<file path="config.mk">
export PLATFORM = sky130hd
export DESIGN_NAME = etc_ctrl
export DESIGN_NICKNAME = d
export VERILOG_FILES = /design/src/sv/etc_pkg.sv /design/src/sv/etc_edge.sv /design/src/sv/etc_ctrl.sv
export SDC_FILE = /design/constraint.sdc
export NUM_CORES = 1
export LEC_CHECK = 0
export BUFFER_PORTS_ARGS = -buffer_cell sky130_fd_sc_hd__buf_2
export CORE_AREA = 2 2 134 162
export DETAILED_ROUTE_END_ITERATION = 12
export DIE_AREA = 0 0 136 164
export PLACE_DENSITY_LB_ADDON = 0.12
export SLEW_MARGIN = 20
export SYNTH_ARGS = -nofsm -noshare
export SYNTH_HDL_FRONTEND = slang
export SYNTH_HIERARCHICAL = 1
export SYNTH_SLANG_ARGS = --single-unit
</file>
<file path="constraint.sdc">
create_clock -name clk -period 8.8 [get_ports clk]
set_clock_uncertainty 0.15 [all_clocks]
set_input_delay 0.44 -clock clk [delete_from_list [all_inputs] [get_ports clk]]
set_output_delay 0.44 -clock clk [all_outputs]
set_load 0.01 [all_outputs]
</file>
<file path="src/sv/etc_pkg.sv">
// ----------------------------------------------------------------------------
// etc_pkg
// Shared types and constants for the edge trigger capture block.
// ----------------------------------------------------------------------------
`default_nettype none

package etc_pkg;

  localparam int RING_DEPTH_DEF    = 2048;
  localparam int SEARCH_SPAN_DEF   = 1024;
  localparam int PRE_TRIGGER_DEF   = 64;
  localparam int WINDOW_LENGTH_DEF = 128;
  localparam int SAMPLE_BITS_DEF   = 10;

  // port field widths
  localparam int LEVEL_W  = 10;
  localparam int SAMPLE_W = 10;

  localparam logic [LEVEL_W-1:0] LEVEL_RESET = LEVEL_W'(563);

  typedef enum logic {
    OP_STORE   = 1'b0,
    OP_CAPTURE = 1'b1
  } op_t;

  typedef enum logic {
    CFG_TRIGGER_LEVEL = 1'b0,
    CFG_RISING_EDGE   = 1'b1
  } cfg_idx_t;

  typedef struct packed {
    logic [LEVEL_W-1:0] level;
    logic               rising;
  } trig_cfg_t;

  typedef enum logic [2:0] {
    ST_IDLE,
    ST_FIRST,
    ST_SEARCH,
    ST_WIN_A,
    ST_WIN_B,
    ST_WIN_C,
    ST_OUT
  } state_t;

endpackage

`default_nettype wire

</file>
<file path="src/sv/etc_edge.sv">
// ----------------------------------------------------------------------------
// etc_edge
// Trigger compare unit: tests one adjacent sample pair for a crossing.
// ----------------------------------------------------------------------------
`default_nettype none

module etc_edge #(
  parameter int SAMPLE_BITS = etc_pkg::SAMPLE_BITS_DEF
) (
  input  wire etc_pkg::trig_cfg_t       cfg,
  input  wire logic [SAMPLE_BITS-1:0]   prev,
  input  wire logic [SAMPLE_BITS-1:0]   cur,
  output logic                          hit
);

  localparam int CMP_W = (SAMPLE_BITS > etc_pkg::LEVEL_W) ? SAMPLE_BITS : etc_pkg::LEVEL_W;

  logic [CMP_W-1:0] prev_e;
  logic [CMP_W-1:0] cur_e;
  logic [CMP_W-1:0] lvl_e;

  assign prev_e = CMP_W'(prev);
  assign cur_e  = CMP_W'(cur);
  assign lvl_e  = CMP_W'(cfg.level);

  assign hit = cfg.rising ? ((prev_e <= lvl_e) && (cur_e >= lvl_e))
                          : ((prev_e >= lvl_e) && (cur_e <= lvl_e));

endmodule

`default_nettype wire

</file>
<file path="src/sv/etc_ctrl.sv">
// ----------------------------------------------------------------------------
// etc_ctrl
// Sequencer: stores samples, walks the ring backward one step per cycle
// through the compare unit, then reads the window out pair by pair.
// ----------------------------------------------------------------------------
`default_nettype none

module etc_ctrl #(
  parameter int RING_DEPTH    = etc_pkg::RING_DEPTH_DEF,
  parameter int SEARCH_SPAN   = etc_pkg::SEARCH_SPAN_DEF,
  parameter int PRE_TRIGGER   = etc_pkg::PRE_TRIGGER_DEF,
  parameter int WINDOW_LENGTH = etc_pkg::WINDOW_LENGTH_DEF,
  parameter int SAMPLE_BITS   = etc_pkg::SAMPLE_BITS_DEF,
  parameter int IDX_W         = $clog2(RING_DEPTH)
) (
  input  wire logic                          clk,
  input  wire logic                          rst_n,
  input  wire etc_pkg::trig_cfg_t            cfg,
  input  wire logic                          in_tvalid,
  output logic                               in_tready,
  input  wire logic                          in_opcode,
  input  wire logic [etc_pkg::SAMPLE_W-1:0]  in_sample,
  output logic                               out_tvalid,
  input  wire logic                          out_tready,
  output logic      [etc_pkg::SAMPLE_W-1:0]  out_first,
  output logic      [etc_pkg::SAMPLE_W-1:0]  out_second,
  output logic                               out_found,
  output logic                               out_last,
  output logic                               wr_en,
  output logic      [IDX_W-1:0]              wr_addr,
  output logic      [SAMPLE_BITS-1:0]        wr_data,
  output logic      [IDX_W-1:0]              rd_addr,
  input  wire logic [SAMPLE_BITS-1:0]        rd_data
);

  localparam int CMP_W  = (SAMPLE_BITS > etc_pkg::SAMPLE_W) ? SAMPLE_BITS : etc_pkg::SAMPLE_W;
  localparam int PAIRS  = (WINDOW_LENGTH + 1) / 2;
  localparam int PAIR_W = (PAIRS > 1) ? $clog2(PAIRS) : 1;
  localparam int CNT_W  = $clog2(SEARCH_SPAN);

  localparam logic [IDX_W:0]    DEPTH_C    = (IDX_W+1)'(RING_DEPTH);
  localparam logic [IDX_W:0]    PRE_C      = (IDX_W+1)'(PRE_TRIGGER);
  localparam logic [IDX_W:0]    HALF_C     = (IDX_W+1)'(WINDOW_LENGTH / 2);
  localparam logic [IDX_W-1:0]  LAST_IDX   = IDX_W'(RING_DEPTH - 1);
  localparam logic [CNT_W-1:0]  CNT_LAST   = CNT_W'(SEARCH_SPAN - 1);
  localparam logic [PAIR_W-1:0] PAIR_LAST  = PAIR_W'(PAIRS - 1);

  function automatic logic [IDX_W-1:0] ring_sub(input logic [IDX_W-1:0] a,
                                                input logic [IDX_W:0]   k);
    logic [IDX_W:0] ae;
    logic [IDX_W:0] s;
    ae = {1'b0, a};
    if (ae >= k) begin
      s = ae - k;
    end else begin
      s = ae + DEPTH_C - k;
    end
    return s[IDX_W-1:0];
  endfunction

  function automatic logic [IDX_W-1:0] ring_inc(input logic [IDX_W-1:0] a);
    return (a == LAST_IDX) ? '0 : a + 1'b1;
  endfunction

  function automatic logic [IDX_W-1:0] ring_dec(input logic [IDX_W-1:0] a);
    return (a == '0) ? LAST_IDX : a - 1'b1;
  endfunction

  etc_pkg::state_t state_r, state_nxt;

  logic [IDX_W-1:0]           newest_r, newest_nxt;
  logic [IDX_W-1:0]           trig_r, trig_nxt;
  logic [IDX_W-1:0]           cand_r, cand_nxt;
  logic [IDX_W-1:0]           wp_r, wp_nxt;
  logic [CNT_W-1:0]           cnt_r, cnt_nxt;
  logic [PAIR_W-1:0]          k_r, k_nxt;
  logic [SAMPLE_BITS-1:0]     cur_r, cur_nxt;
  logic                       found_r, found_nxt;
  logic [etc_pkg::SAMPLE_W-1:0] first_r, first_nxt;
  logic [etc_pkg::SAMPLE_W-1:0] second_r, second_nxt;

  logic                       hit;
  logic [CMP_W-1:0]           in_ext;
  logic [CMP_W-1:0]           rd_ext;

  assign in_ext = CMP_W'(in_sample);
  assign rd_ext = CMP_W'(rd_data);

  etc_edge #(
    .SAMPLE_BITS (SAMPLE_BITS)
  ) u_edge (
    .cfg  (cfg),
    .prev (rd_data),
    .cur  (cur_r),
    .hit  (hit)
  );

  always_ff @(posedge clk) begin
    if (!rst_n) begin
      state_r  <= etc_pkg::ST_IDLE;
      newest_r <= LAST_IDX;
      trig_r   <= '0;
    end else begin
      state_r  <= state_nxt;
      newest_r <= newest_nxt;
      trig_r   <= trig_nxt;
    end
  end

  always_ff @(posedge clk) begin
    cand_r   <= cand_nxt;
    wp_r     <= wp_nxt;
    cnt_r    <= cnt_nxt;
    k_r      <= k_nxt;
    cur_r    <= cur_nxt;
    found_r  <= found_nxt;
    first_r  <= first_nxt;
    second_r <= second_nxt;
  end

  always_comb begin
    state_nxt  = state_r;
    newest_nxt = newest_r;
    trig_nxt   = trig_r;
    cand_nxt   = cand_r;
    wp_nxt     = wp_r;
    cnt_nxt    = cnt_r;
    k_nxt      = k_r;
    cur_nxt    = cur_r;
    found_nxt  = found_r;
    first_nxt  = first_r;
    second_nxt = second_r;

    in_tready  = 1'b0;
    out_tvalid = 1'b0;
    wr_en      = 1'b0;
    wr_addr    = ring_inc(newest_r);
    wr_data    = in_ext[SAMPLE_BITS-1:0];
    rd_addr    = wp_r;

    unique case (state_r)
      etc_pkg::ST_IDLE: begin
        in_tready = 1'b1;
        rd_addr   = ring_sub(newest_r, PRE_C);
        if (in_tvalid) begin
          if (in_opcode == etc_pkg::OP_STORE) begin
            wr_en      = 1'b1;
            newest_nxt = ring_inc(newest_r);
          end else begin
            cand_nxt  = ring_sub(newest_r, PRE_C);
            found_nxt = 1'b0;
            state_nxt = etc_pkg::ST_FIRST;
          end
        end
      end
      etc_pkg::ST_FIRST: begin
        rd_addr   = ring_dec(cand_r);
        cur_nxt   = rd_data;
        cnt_nxt   = '0;
        state_nxt = etc_pkg::ST_SEARCH;
      end
      etc_pkg::ST_SEARCH: begin
        // rd_data holds the entry just before the candidate
        rd_addr = ring_dec(ring_dec(cand_r));
        k_nxt   = '0;
        if (hit) begin
          found_nxt = 1'b1;
          trig_nxt  = cand_r;
          wp_nxt    = ring_sub(cand_r, HALF_C);
          state_nxt = etc_pkg::ST_WIN_A;
        end else if (cnt_r == CNT_LAST) begin
          wp_nxt    = ring_sub(trig_r, HALF_C);
          state_nxt = etc_pkg::ST_WIN_A;
        end else begin
          cand_nxt = ring_dec(cand_r);
          cur_nxt  = rd_data;
          cnt_nxt  = cnt_r + 1'b1;
        end
      end
      etc_pkg::ST_WIN_A: begin
        rd_addr   = wp_r;
        state_nxt = etc_pkg::ST_WIN_B;
      end
      etc_pkg::ST_WIN_B: begin
        rd_addr   = ring_inc(wp_r);
        wp_nxt    = ring_inc(wp_r);
        first_nxt = rd_ext[etc_pkg::SAMPLE_W-1:0];
        state_nxt = etc_pkg::ST_WIN_C;
      end
      etc_pkg::ST_WIN_C: begin
        second_nxt = rd_ext[etc_pkg::SAMPLE_W-1:0];
        state_nxt  = etc_pkg::ST_OUT;
      end
      etc_pkg::ST_OUT: begin
        out_tvalid = 1'b1;
        if (out_tready) begin
          if (k_r == PAIR_LAST) begin
            state_nxt = etc_pkg::ST_IDLE;
          end else begin
            k_nxt     = k_r + 1'b1;
            wp_nxt    = ring_inc(wp_r);
            state_nxt = etc_pkg::ST_WIN_A;
          end
        end
      end
      default: begin
        state_nxt = etc_pkg::ST_IDLE;
      end
    endcase
  end

  assign out_first  = first_r;
  assign out_second = second_r;
  assign out_found  = found_r;
  assign out_last   = (k_r == PAIR_LAST);

endmodule

`default_nettype wire

</file>
==> results.py, run 1 <==
metrics = {
    "clock_network": {
        "cts_buffers": 9,
        "cts_root_buf": "clkbuf_16",
        "clk_path_buf_depth": 2,
        "cts_tree": "yes",
        "htreeDepth": 3,
        "ctsHoldBuffers": 0,
        "post_cts_buffers": 0,
        "clock_sink_count": 94,
        "clkLatencyLatePin_ps": 350,
        "cts_resized": 0,
        "path_clk_slew_ps": 80,
    },
    "worst_setup_path": {
        "timing.rr.end": "wp_r[2]$_DFFE_PP_",
        "cp.required_ps": 8210,
        "cpPeakStageDelay_ps": 590,
        "path_buf_inv": 2,
        "cp_slowest_cell": "or4b_4",
        "endpoint_kind": "primary output",
        "ff2ff_setup_slack_ps": 4930,
        "cp_top_family": "simple AND/OR/NAND/NOR gates",
        "worstSetupPathType": "flop to primary output",
        "crit_fanout": 10,
        "crit_arrival_ps": 3820,
        "r2r_cells": 11,
        "crit_path_start_kind": "flop",
        "cp_cell_sequence": "inv_1 -> ha_1 -> or4bb_1 -> o221ai_2 -> o211ai_2 -> or4b_4 -> nor3_4 -> o21ai_1 -> a21oi_1 -> buf_2",
        "reg2reg_from": "cur_r[5]$_DFFE_PP_",
        "worstSetupPathDepth": 10,
    },
    "synthesis": {
        "ys_warn_count": 6,
        "syn_area_per_cell_um2": 9.203,
        "synth_flop_cell": "edfxtp_1",
        "synth_commonest_cells": "nand2_1 (80), edfxtp_1 (69), nor2_1 (69)",
        "synth_top_family_by_area": "simple AND/OR/NAND/NOR gates",
        "synth_seq_cells": 94,
        "synth_cell_types": 76,
        "syn-instance-count": 664,
        "ys_seq_area_share_pct": 42.10,
        "yosysMostFrequentCell": "nand2_1",
        "synth-compound-area-share_pct": 16.22,
        "synth_area_leader_cell": "edfxtp_1",
        "synth-simple-area-share_pct": 20.25,
        "synth_top_area_share_pct": 33.91,
        "syn_area_um2": 6111,
        "synth_edf_count": 69,
        "synth_fa_ha_area_share_pct": 6.962,
        "synthTopCellsByArea": "edfxtp_1 (34%), dfxtp_1 (8.2%), ha_1 (7.0%), nand2_1 (4.9%), nor2_1 (4.2%)",
        "synth_xor_area_share_pct": 6.450,
        "async_flop_share_pct": 0,
        "yosys-mux-area-fraction_pct": 2.355,
        "synth_nets": 734,
    },
    "routing": {
        "drtAntennaViolNets": 0,
        "first_pass_iters": 6,
        "wl_um": 17890,
        "vias": 5083,
        "drtIter0Drc": 271,
        "viasPerCell": 5.160,
        "wl_per_cell_um": 18.16,
        "drc": 0,
    },
    "floorplanning": {
        "dieArea_um2": 22300,
        "die_h_um": 164,
        "core_um2": 20750,
        "std_cell_rows": 58,
        "start_util_pct": 29.44,
        "die_w_um": 136,
        "ios": 93,
    },
    "placement": {
        "numPortBuffers": 72,
        "gp_congestion": 0.9097,
        "dpl.cell_count": 969,
        "place_hpwl_um": 13650,
    },
    "pwr": {
        "powerDensity_nw_per_um2": 225.8,
        "ir_drop_mv": 0.08864,
        "p_leak_nw": 2.671,
    },
    "global_route": {
        "overflow": 0,
        "grt_pass1_vias": 5098,
        "grt_max_degree": 30,
        "grt_pass1_wl_um": 28080,
        "antenna_found_initial": 0,
        "grt.total_usage_pct": 16.50,
    },
    "sta": {
        "min_period_over_period_pct": 50.12,
        "tightest_slew_ps": 1029,
        "rsz0062_at_grt": "no",
        "fin_worst_hold_slack_ps": 159.9,
        "max_slew_margin_pct": 31.17,
        "hold_viol_final": 0,
        "fmax_mhz": 226.7,
        "slew_violations": 0,
        "fin_tns_setup_ps": 0,
        "setup_violations": 0,
        "fin_crit_ps": 4410,
    },
    "status": {
        "outcome": "completed",
    },
    "finish": {
        "num-nets-final": 780,
        "fill_cells": 2211,
        "drive_gt1_share_pct": 16.22,
        "syn2layout_area_growth_pct": 13.53,
        "final_cells": 985,
        "antenna_cells": 0,
    },
    "min_path": {
        "hold_depth": 1,
        "holdPathEnd": "out_second[0]$_DFFE_PP_",
        "hold_path_class": "primary input to flop",
        "worstHoldStart": "rd_data[0]",
    },
    "job": {
        "max_cap_viol_count": 0,
    },
}
==> layer usage <==
metal  track usage, %  share of wire [%]  vias to the layer above
li1                 -                  -                     2468
met3            3.086                5.1                       21
met2            27.25                 48                      162
met5                0                  0                        -
met4            6.155                2.7                        0
met1            21.38                 44                     2432
==> sequential cells by signal (all words and copies together), names as in the netlist, 3 cells and up <==
signal and flops:
out_first 10, out_second 10, state_r 3, newest_r 11
cand_r 11, wp_r 11, trig_r 11, k_r 6
cur_r 10, cnt_r 10
==> where the power goes <==
group / switching [mW] / internal, mW / total [mW]
Clock: 0.191 / 0.198 / 0.389
Combinational: 0.347 / 0.208 / 0.555
Sequential: 0.0711 / 0.551 / 0.622
Total: 0.609 / 0.957 / 1.57
==> worst max-delay path by stage <==
stage,from,to,slack (ps)
after floorplan,cfg[8],cnt_r[0]$_SDFFCE_PN0P_,4620
after global placement,cfg[6],wp_r[2]$_DFFE_PP_,4670
after detailed placement,cfg[6],wp_r[4]$_DFFE_PP_,4650
after CTS,cand_r[0]$_DFFE_PP_,rd_addr[2],4440
after global routing,cand_r[0]$_DFFE_PP_,rd_addr[2],4200
final,cand_r[0]$_DFFE_PP_,rd_addr[2],4390
==> layout by cell type, fill, tap and decap left out, types with 9 or more instances in the layout <==
master,count
a21boi_0,12
a21oi_1,33
buf_2,72
clkbuf_16,9
dfxtp_1,25
edfxtp_1,69
ha_1,34
inv_1,36
mux2i_1,11
nand2_1,80
nand3_1,26
nor2_1,69
nor3_1,11
o21ai_0,34
or3_1,9
xnor2_1,20
xor2_1,25
==> metrics by stage <==
step | total power [mW] | area [um2] | setup WS, ps | utilization, %
floorplan | 0.9855 | 6111 | 4623 | -
global placement | 1.185 | 6639 | 4669 | 31.99
detailed placement | 1.188 | 6639 | 4651 | 31.99
CTS | 1.589 | 6930 | 4441 | 33.39
global route | 1.670 | 6938 | 4197 | 33.43
finish | 1.567 | 6938 | 4390 | 33.43
==> worst register-to-register path: cells and delay by family, from the launching register on <==
kind	cells	cell delay (ps)
AOI/OAI and AO/OA	6	1210
adders and majority gates	1	330
and+or+nand+nor	2	940
xor gates and xnor gates	1	150
buffers and inverters	1	310
DFF	1	390
==> cells by family after synthesis <==
| family | after synthesis |
|---|---|
| AO/OA/AOI/OAI | 146 |
| XOR/XNOR | 45 |
| flip-flops | 94 |
| AND/OR/NAND/NOR | 253 |
| multiplexers | 14 |
| adder cells (fa/ha/maj) | 34 |
| buffers and inverters | 78 |
==> layout make-up <==
cell class / count / area, um2 / share of cell area [%]
Clock buffer: 9 / 225.2 / 3.246
Tap cell: 270 / 337.8 / 4.869
Timing Repair Buffer: 77 / 397.9 / 5.735
Sequential cell: 94 / 2572 / 37.08
Clock inverter: 7 / 66.31 / 0.9558
Multi-Input combinational cell: 492 / 3203 / 46.17
Inverter: 36 / 135.1 / 1.948
Power figures use the tool's default switching activity.
==> run 2, diff against run 1 <==
- clock period: 8.8 -> 3.85 ns (I/O delays scaled with it)
==> run 2 against run 1 <==
  * Non-clock buffer count increased by 28
  * Worst hold slack worse by 79 ps
  * Sequential cell count unchanged
  * Via count increased by 1.6%
  * Register-to-register slack got worse by 4200 ps
  * Largest cell class unchanged
  * Highest routed layer unchanged
==> results.py, run 2 (synthesis gave the netlist of run 1 again) <==
metrics = {
    "routing": {
        "wl_per_cell_um": 18.01,
        "drtAntennaViolNets": 0,
        "first_pass_iters": 5,
        "wl_um": 18240,
        "viasPerCell": 5.096,
        "drc": 0,
        "vias": 5162,
        "drtIter0Drc": 281,
    },
    "clock_network": {
        "cts_root_buf": "clkbuf_16",
        "clk_path_buf_depth": 2,
        "cts_buffers": 9,
        "clkLatencyLatePin_ps": 360,
        "clock_sink_count": 94,
        "htreeDepth": 3,
        "path_clk_slew_ps": 80,
        "cts_tree": "yes",
    },
    "global_route": {
        "grt.total_usage_pct": 16.94,
        "grt_pass1_vias": 5173,
        "overflow": 0,
        "grt_pass1_wl_um": 28710,
        "grt_max_degree": 29,
        "antenna_found_initial": 0,
    },
    "sta": {
        "hold_viol_final": 0,
        "rsz0062_at_grt": "no",
        "fin_crit_ps": 3649,
        "tightest_slew_ps": 653.3,
        "slew_violations": 0,
        "min_period_over_period_pct": 94.77,
        "fmax_mhz": 274.1,
        "max_slew_margin_pct": 56.45,
        "fin_tns_setup_ps": 0,
        "setup_violations": 0,
    },
    "floorplanning": {
        "die_w_um": 136,
        "die_h_um": 164,
        "ios": 93,
        "dieArea_um2": 22300,
        "start_util_pct": 29.44,
        "std_cell_rows": 58,
        "core_um2": 20750,
    },
    "placement": {
        "numPortBuffers": 72,
        "gp_congestion": 0.9395,
        "place_hpwl_um": 13890,
    },
    "finish": {
        "syn2layout_area_growth_pct": 18.18,
        "antenna_cells": 0,
        "drive_gt1_share_pct": 19.25,
        "final_common_cell": "nand2_1",
        "post-route-util_pct": 34.80,
        "num-nets-final": 808,
        "final_cell_mix": "nand2_1 (80), buf_2 (72), nor2_1 (69), edfxtp_1 (69), inv_1 (35)",
    },
    "min_path": {
        "hold_path_class": "primary input to flop",
    },
    "worst_setup_path": {
        "crit_fanout": 8,
        "worstSetupPathType": "flop to primary output",
        "cp.required_ps": 3510,
        "crit_path_start_kind": "flop",
        "endpoint_kind": "primary output",
        "crit_arrival_ps": 3310,
    },
    "pwr": {
        "p_leak_nw": 2.805,
        "powerDensity_nw_per_um2": 507.0,
        "ir_drop_mv": 0.2125,
    },
    "job": {
        "max_cap_viol_count": 0,
    },
    "status": {
        "outcome": "completed",
    },
}
run 2: changes by cell type in the layout (fill, tap and decap cells not counted), sizes merged:
cell         previous run  this run
clkinv                  3         4
dlygate4sd3             0        10
buf                    77        95
inv                    39        38
run 2: cell type report:
| cell class | instances | area, um2 |
|---|---|---|
| fill | 2204 | 13530 |
| multi-input combinational | 492 | 3238 |
| sequential | 94 | 2572 |
| timing repair buffer | 105 | 633.1 |
| tap | 270 | 337.8 |
| clock buffer | 9 | 225.2 |
| inverter | 36 | 135.1 |
| clock inverter | 7 | 80.08 |
run 2: through the flow:
| stage | hold slack (ps) | cell area [um2] | power [mW] | setup WS (ps) | cells |
|---|---|---|---|---|---|
| floorplan | 141.4 | 6111 | 2.252 | 415.9 | 664 |
| finish | 80.96 | 7222 | 3.662 | 201.2 | 1013 |
| global route | 92.72 | 7222 | 3.903 | 20.59 | 1013 |
| CTS | 64.74 | 7163 | 3.706 | 85.70 | 1008 |
| global placement | 235.1 | 6729 | 2.742 | 284.1 | 981 |
| detailed placement | 235.1 | 6729 | 2.747 | 218.7 | 981 |
run 2: final timing paths:
| path | from | end | slack (ps) | cells past startpoint |
|---|---|---|---|---|
| setup / recovery | cand_r[0]$_DFFE_PP_ | rd_addr[2] | 200 | 10 |
| hold / removal | out_tready | state_r[1]$_SDFFE_PN0P_ | 80 | 3 |
| setup reg to reg | cur_r[7]$_DFFE_PP_ | cand_r[4]$_DFFE_PP_ | 720 | 9 |
| hold reg to reg | trig_r[3]$_SDFFE_PN0P_ | trig_r[3]$_SDFFE_PN0P_ | 320 | 2 |
run 2: per-layer routing:
layer / wire (um) / GRT usage (%) / part of all wire [%] / vias up
met1: 8145 / 21.59 / 45 / 2457
li1: - / - / - / 2516
met3: 770 / 1.883 / 4.2 / 32
met2: 8589 / 28.05 / 47 / 157
met5: 0 / 0 / 0 / -
met4: 738 / 9.044 / 4.0 / 0
run 2: worst max-delay path: stages (launching register included):
cell,delay [ps]
edfxtp_1,380
inv_1,130
ha_4,200
or4bb_1,510
o221ai_2,190
o211ai_2,150
or4b_4,560
nor3_4,310
o21ai_1,140
a21oi_2,210
buf_2,160
run 2: report_power, final:
group          switching, mW  total, mW  internal, mW
Sequential             0.150       1.41          1.26
Combinational          0.821       1.34         0.523
Clock                  0.448      0.909         0.461
Total                   1.42       3.66          2.24
run 2: timing repair:
item / 4_1_cts / 5_1_grt
endpoints found under the hold margin: 30 / 0
setup buffers: 1 / 5
hold buffers: 10 / 0
gates resized for setup: 5 / 5
pin swaps: 0 / 5
setup endpoints to repair: 11 / 7
==> run 3, diff against run 2 <==
- ABC_AREA: not set -> 1
- CORE_AREA: 2 2 134 162 -> 2 2 135 164
- CTS_CLUSTER_SIZE: not set -> 14
- DIE_AREA: 0 0 136 164 -> 0 0 137 166
==> run 3 against run 2 <==
  * Setup slack improved by 520 ps
  * Worst hold slack got worse by 35 ps
  * Clock power increased by 0.4%
  * Critical endpoint is now rd_addr[5]
  * Die area increased by 2.0%
  * Non-clock buffer count decreased by 12
  * Largest cell class unchanged
  * Clock-buffer cell count unchanged
  * Core utilization decreased by 0.56 points
  * Synthesized cell count increased by 21%
  * Final area increased by 0.80%
  * Fmax increased by 17%
  * Total power decreased by 4.4%
  * Final cell count increased by 15%
==> results.py, run 3 <==
metrics = {
    "pwr": {
        "power.total_mw": 3.501,
        "ir_drop_mv": 0.2084,
        "p_leak_nw": 3.209,
        "powerDensity_nw_per_um2": 480.9,
        "comb_power_share_pct": 35.5,
        "p_sw_mw": 1.393,
        "p_clk_share_pct": 26.1,
        "pwr-share-seq_pct": 38.5,
        "sw_frac_of_total_pct": 39.80,
        "p_int_mw": 2.108,
    },
    "status": {
        "outcome": "completed",
    },
    "finish": {
        "fill_cells": 2316,
        "syn2layout_area_growth_pct": 16.62,
        "stdcell_area_um2": 7279,
        "final_cell_mix": "nand2_1 (164), inv_1 (105), nor2_1 (92)",
        "num-nets-final": 955,
        "final_common_cell": "nand2_1",
        "antenna_cells": 0,
        "drive_gt1_share_pct": 17.30,
    },
    "worst_setup_path": {
        "cp.required_ps": 3510,
        "crit_fanout": 5,
        "crit_path_start_kind": "flop",
        "worstSetupPathType": "flop to primary output",
        "ff2ff_setup_slack_ps": 1070,
        "endpoint_kind": "primary output",
        "crit_arrival_ps": 2790,
    },
    "sta": {
        "max_slew_margin_pct": 28.03,
        "fmax_mhz": 319.7,
        "rsz0062_at_grt": "no",
        "layout_setup_ws_ps": 721.8,
        "min_period_over_period_pct": 81.25,
        "fin_tns_setup_ps": 0,
        "fin_crit_ps": 3128,
        "hold_viol_final": 0,
        "tightest_slew_ps": 1076,
        "setup_violations": 0,
        "slew_violations": 0,
    },
    "global_route": {
        "grt_max_degree": 24,
        "overflow": 0,
        "grtUsageMet3_pct": 1.954,
        "grt_pass1_vias": 5355,
        "grt_use_met1_pct": 21.31,
        "grt_pass1_wl_um": 29570,
        "grt.total_usage_pct": 17.14,
        "use_met2_pct": 29.89,
        "top_usage_layer": "met2",
        "antenna_found_initial": 0,
    },
    "routing": {
        "wl_per_cell_um": 16.31,
        "first_pass_iters": 7,
        "wl_um": 18990,
        "drc": 0,
        "drtIter0Drc": 310,
        "drtAntennaViolNets": 0,
        "viasPerCell": 4.751,
        "vias": 5530,
    },
    "synthesis": {
        "synth_flop_cell": "edfxtp_1",
        "yosysMostFrequentCell": "nand2_1",
        "synth_seq_cells": 94,
        "synth_edf_count": 69,
        "synth_area_leader_cell": "edfxtp_1",
        "synth_cell_types": 46,
        "synthTopCellsByArea": "edfxtp_1 (33%), nand2_1 (9.9%), dfxtp_1 (8.0%), ha_1 (6.8%), inv_1 (6.3%)",
        "syn_area_per_cell_um2": 7.754,
        "syn_area_um2": 6242,
        "synth_top_area_share_pct": 33.19,
        "ys_seq_area_share_pct": 41.21,
        "ys_warn_count": 6,
        "async_flop_share_pct": 0,
        "synth_nets": 875,
        "syn-instance-count": 805,
        "synth_commonest_cells": "nand2_1 (164), inv_1 (105), nor2_1 (92)",
    },
    "clock_network": {
        "ctsHoldBuffers": 10,
        "cts_buffers": 9,
        "clk_path_buf_depth": 2,
        "clkLatencyLatePin_ps": 360,
        "htreeDepth": 3,
        "cts_resized": 0,
        "cts_tree": "yes",
        "cts_root_buf": "clkbuf_16",
        "post_cts_buffers": 0,
        "path_clk_slew_ps": 80,
        "clock_sink_count": 94,
    },
    "floorplanning": {
        "die_h_um": 166,
        "core_um2": 21260,
        "start_util_pct": 29.36,
        "dieArea_um2": 22740,
        "ios": 93,
        "die_w_um": 137,
        "std_cell_rows": 59,
    },
    "placement": {
        "pre_cts_slack_ps": 1026,
        "numPortBuffers": 72,
        "place_area_um2": 6890,
        "place_hpwl_um": 14890,
        "gp_congestion": 0.8706,
    },
    "min_path": {
        "hold_path_class": "primary input to flop",
    },
    "job": {
        "max_cap_viol_count": 0,
    },
}
[run 3: cell types whose count changed after synthesis, moves of 16 or more]
cell      change
clkbuf_1     -16
nand2_1      +84
nand3_1      +22
nor2_2       +16
nor2_1       +23
xnor2_1      -16
inv_1        +69
xor2_1       -16
o21ai_0      +32
[run 3: path summary, 6_finish.rpt]
kind	startpoint	end	cells after the start
max	cand_r[1]$_DFFE_PP_	rd_addr[5]	13
min	rst_n	newest_r[0]$_SDFFE_PN1P_	2
max reg2reg	cur_r[5]$_DFFE_PP_	cand_r[4]$_DFFE_PP_	16
min reg2reg	trig_r[1]$_SDFFE_PN0P_	trig_r[1]$_SDFFE_PN0P_	2
[run 3: metrics by stage]
step                hold slack, ps  util, %  instances
floorplan                    141.4        -        805
global placement             235.1    32.41       1138
detailed placement           235.1    32.41       1138
CTS                          35.88    34.24       1164
global route                 43.13    34.24       1164
finish                       46.08    34.24       1164
[run 3: metal layers]
metal,vias to the layer above,part of all wire (%)
met5,-,0
met4,0,2.5
met3,30,2.8
met2,115,50
met1,2554,45
li1,2831,-
[run 3: worst max-delay path, cell delays in order (launching register included)]
cell	delay (ps)
edfxtp_1	430
inv_1	140
ha_1	270
xnor2_1	310
inv_1	120
nor2_1	240
nand2_1	100
nor2_2	270
nand3_1	120
nand2_1	80
nand2_1	50
nand2_1	50
nand4_1	90
buf_2	160
[run 3: cells by family (layout without fill, tap and decap cells)]
family	count (synthesis)	after routing	synth area share, %
AOI/OAI and AO/OA	144	144	12.75
xor gates and xnor gates	13	13	1.824
adders and majority gates	34	34	6.815
buffers and inverters	142	227	9.380
DFF	94	94	41.21
and+or+nand+nor	378	378	28.02
[run 3: power groups by stage]
stage / combinational, mW / clock, mW / sequential [mW]
finish: 1.24 / 0.913 / 1.35
global route: 1.39 / 0.980 / 1.36
CTS: 1.25 / 0.938 / 1.35
detailed placement: 1.24 / 0 / 1.37
global placement: 1.25 / 0 / 1.37
floorplan: 0.834 / 0 / 1.33
[run 3: final cells by class]
| cell class | count | area (um2) | area share, % |
|---|---|---|---|
| Multi-Input combinational cell | 569 | 3089 | 42.44 |
| Timing Repair Buffer | 93 | 543.0 | 7.460 |
| Tap cell | 274 | 342.8 | 4.710 |
| Clock inverter | 7 | 63.81 | 0.8766 |
| Clock buffer | 9 | 225.2 | 3.094 |
| Inverter | 118 | 442.9 | 6.085 |
| Sequential cell | 94 | 2572 | 35.34 |
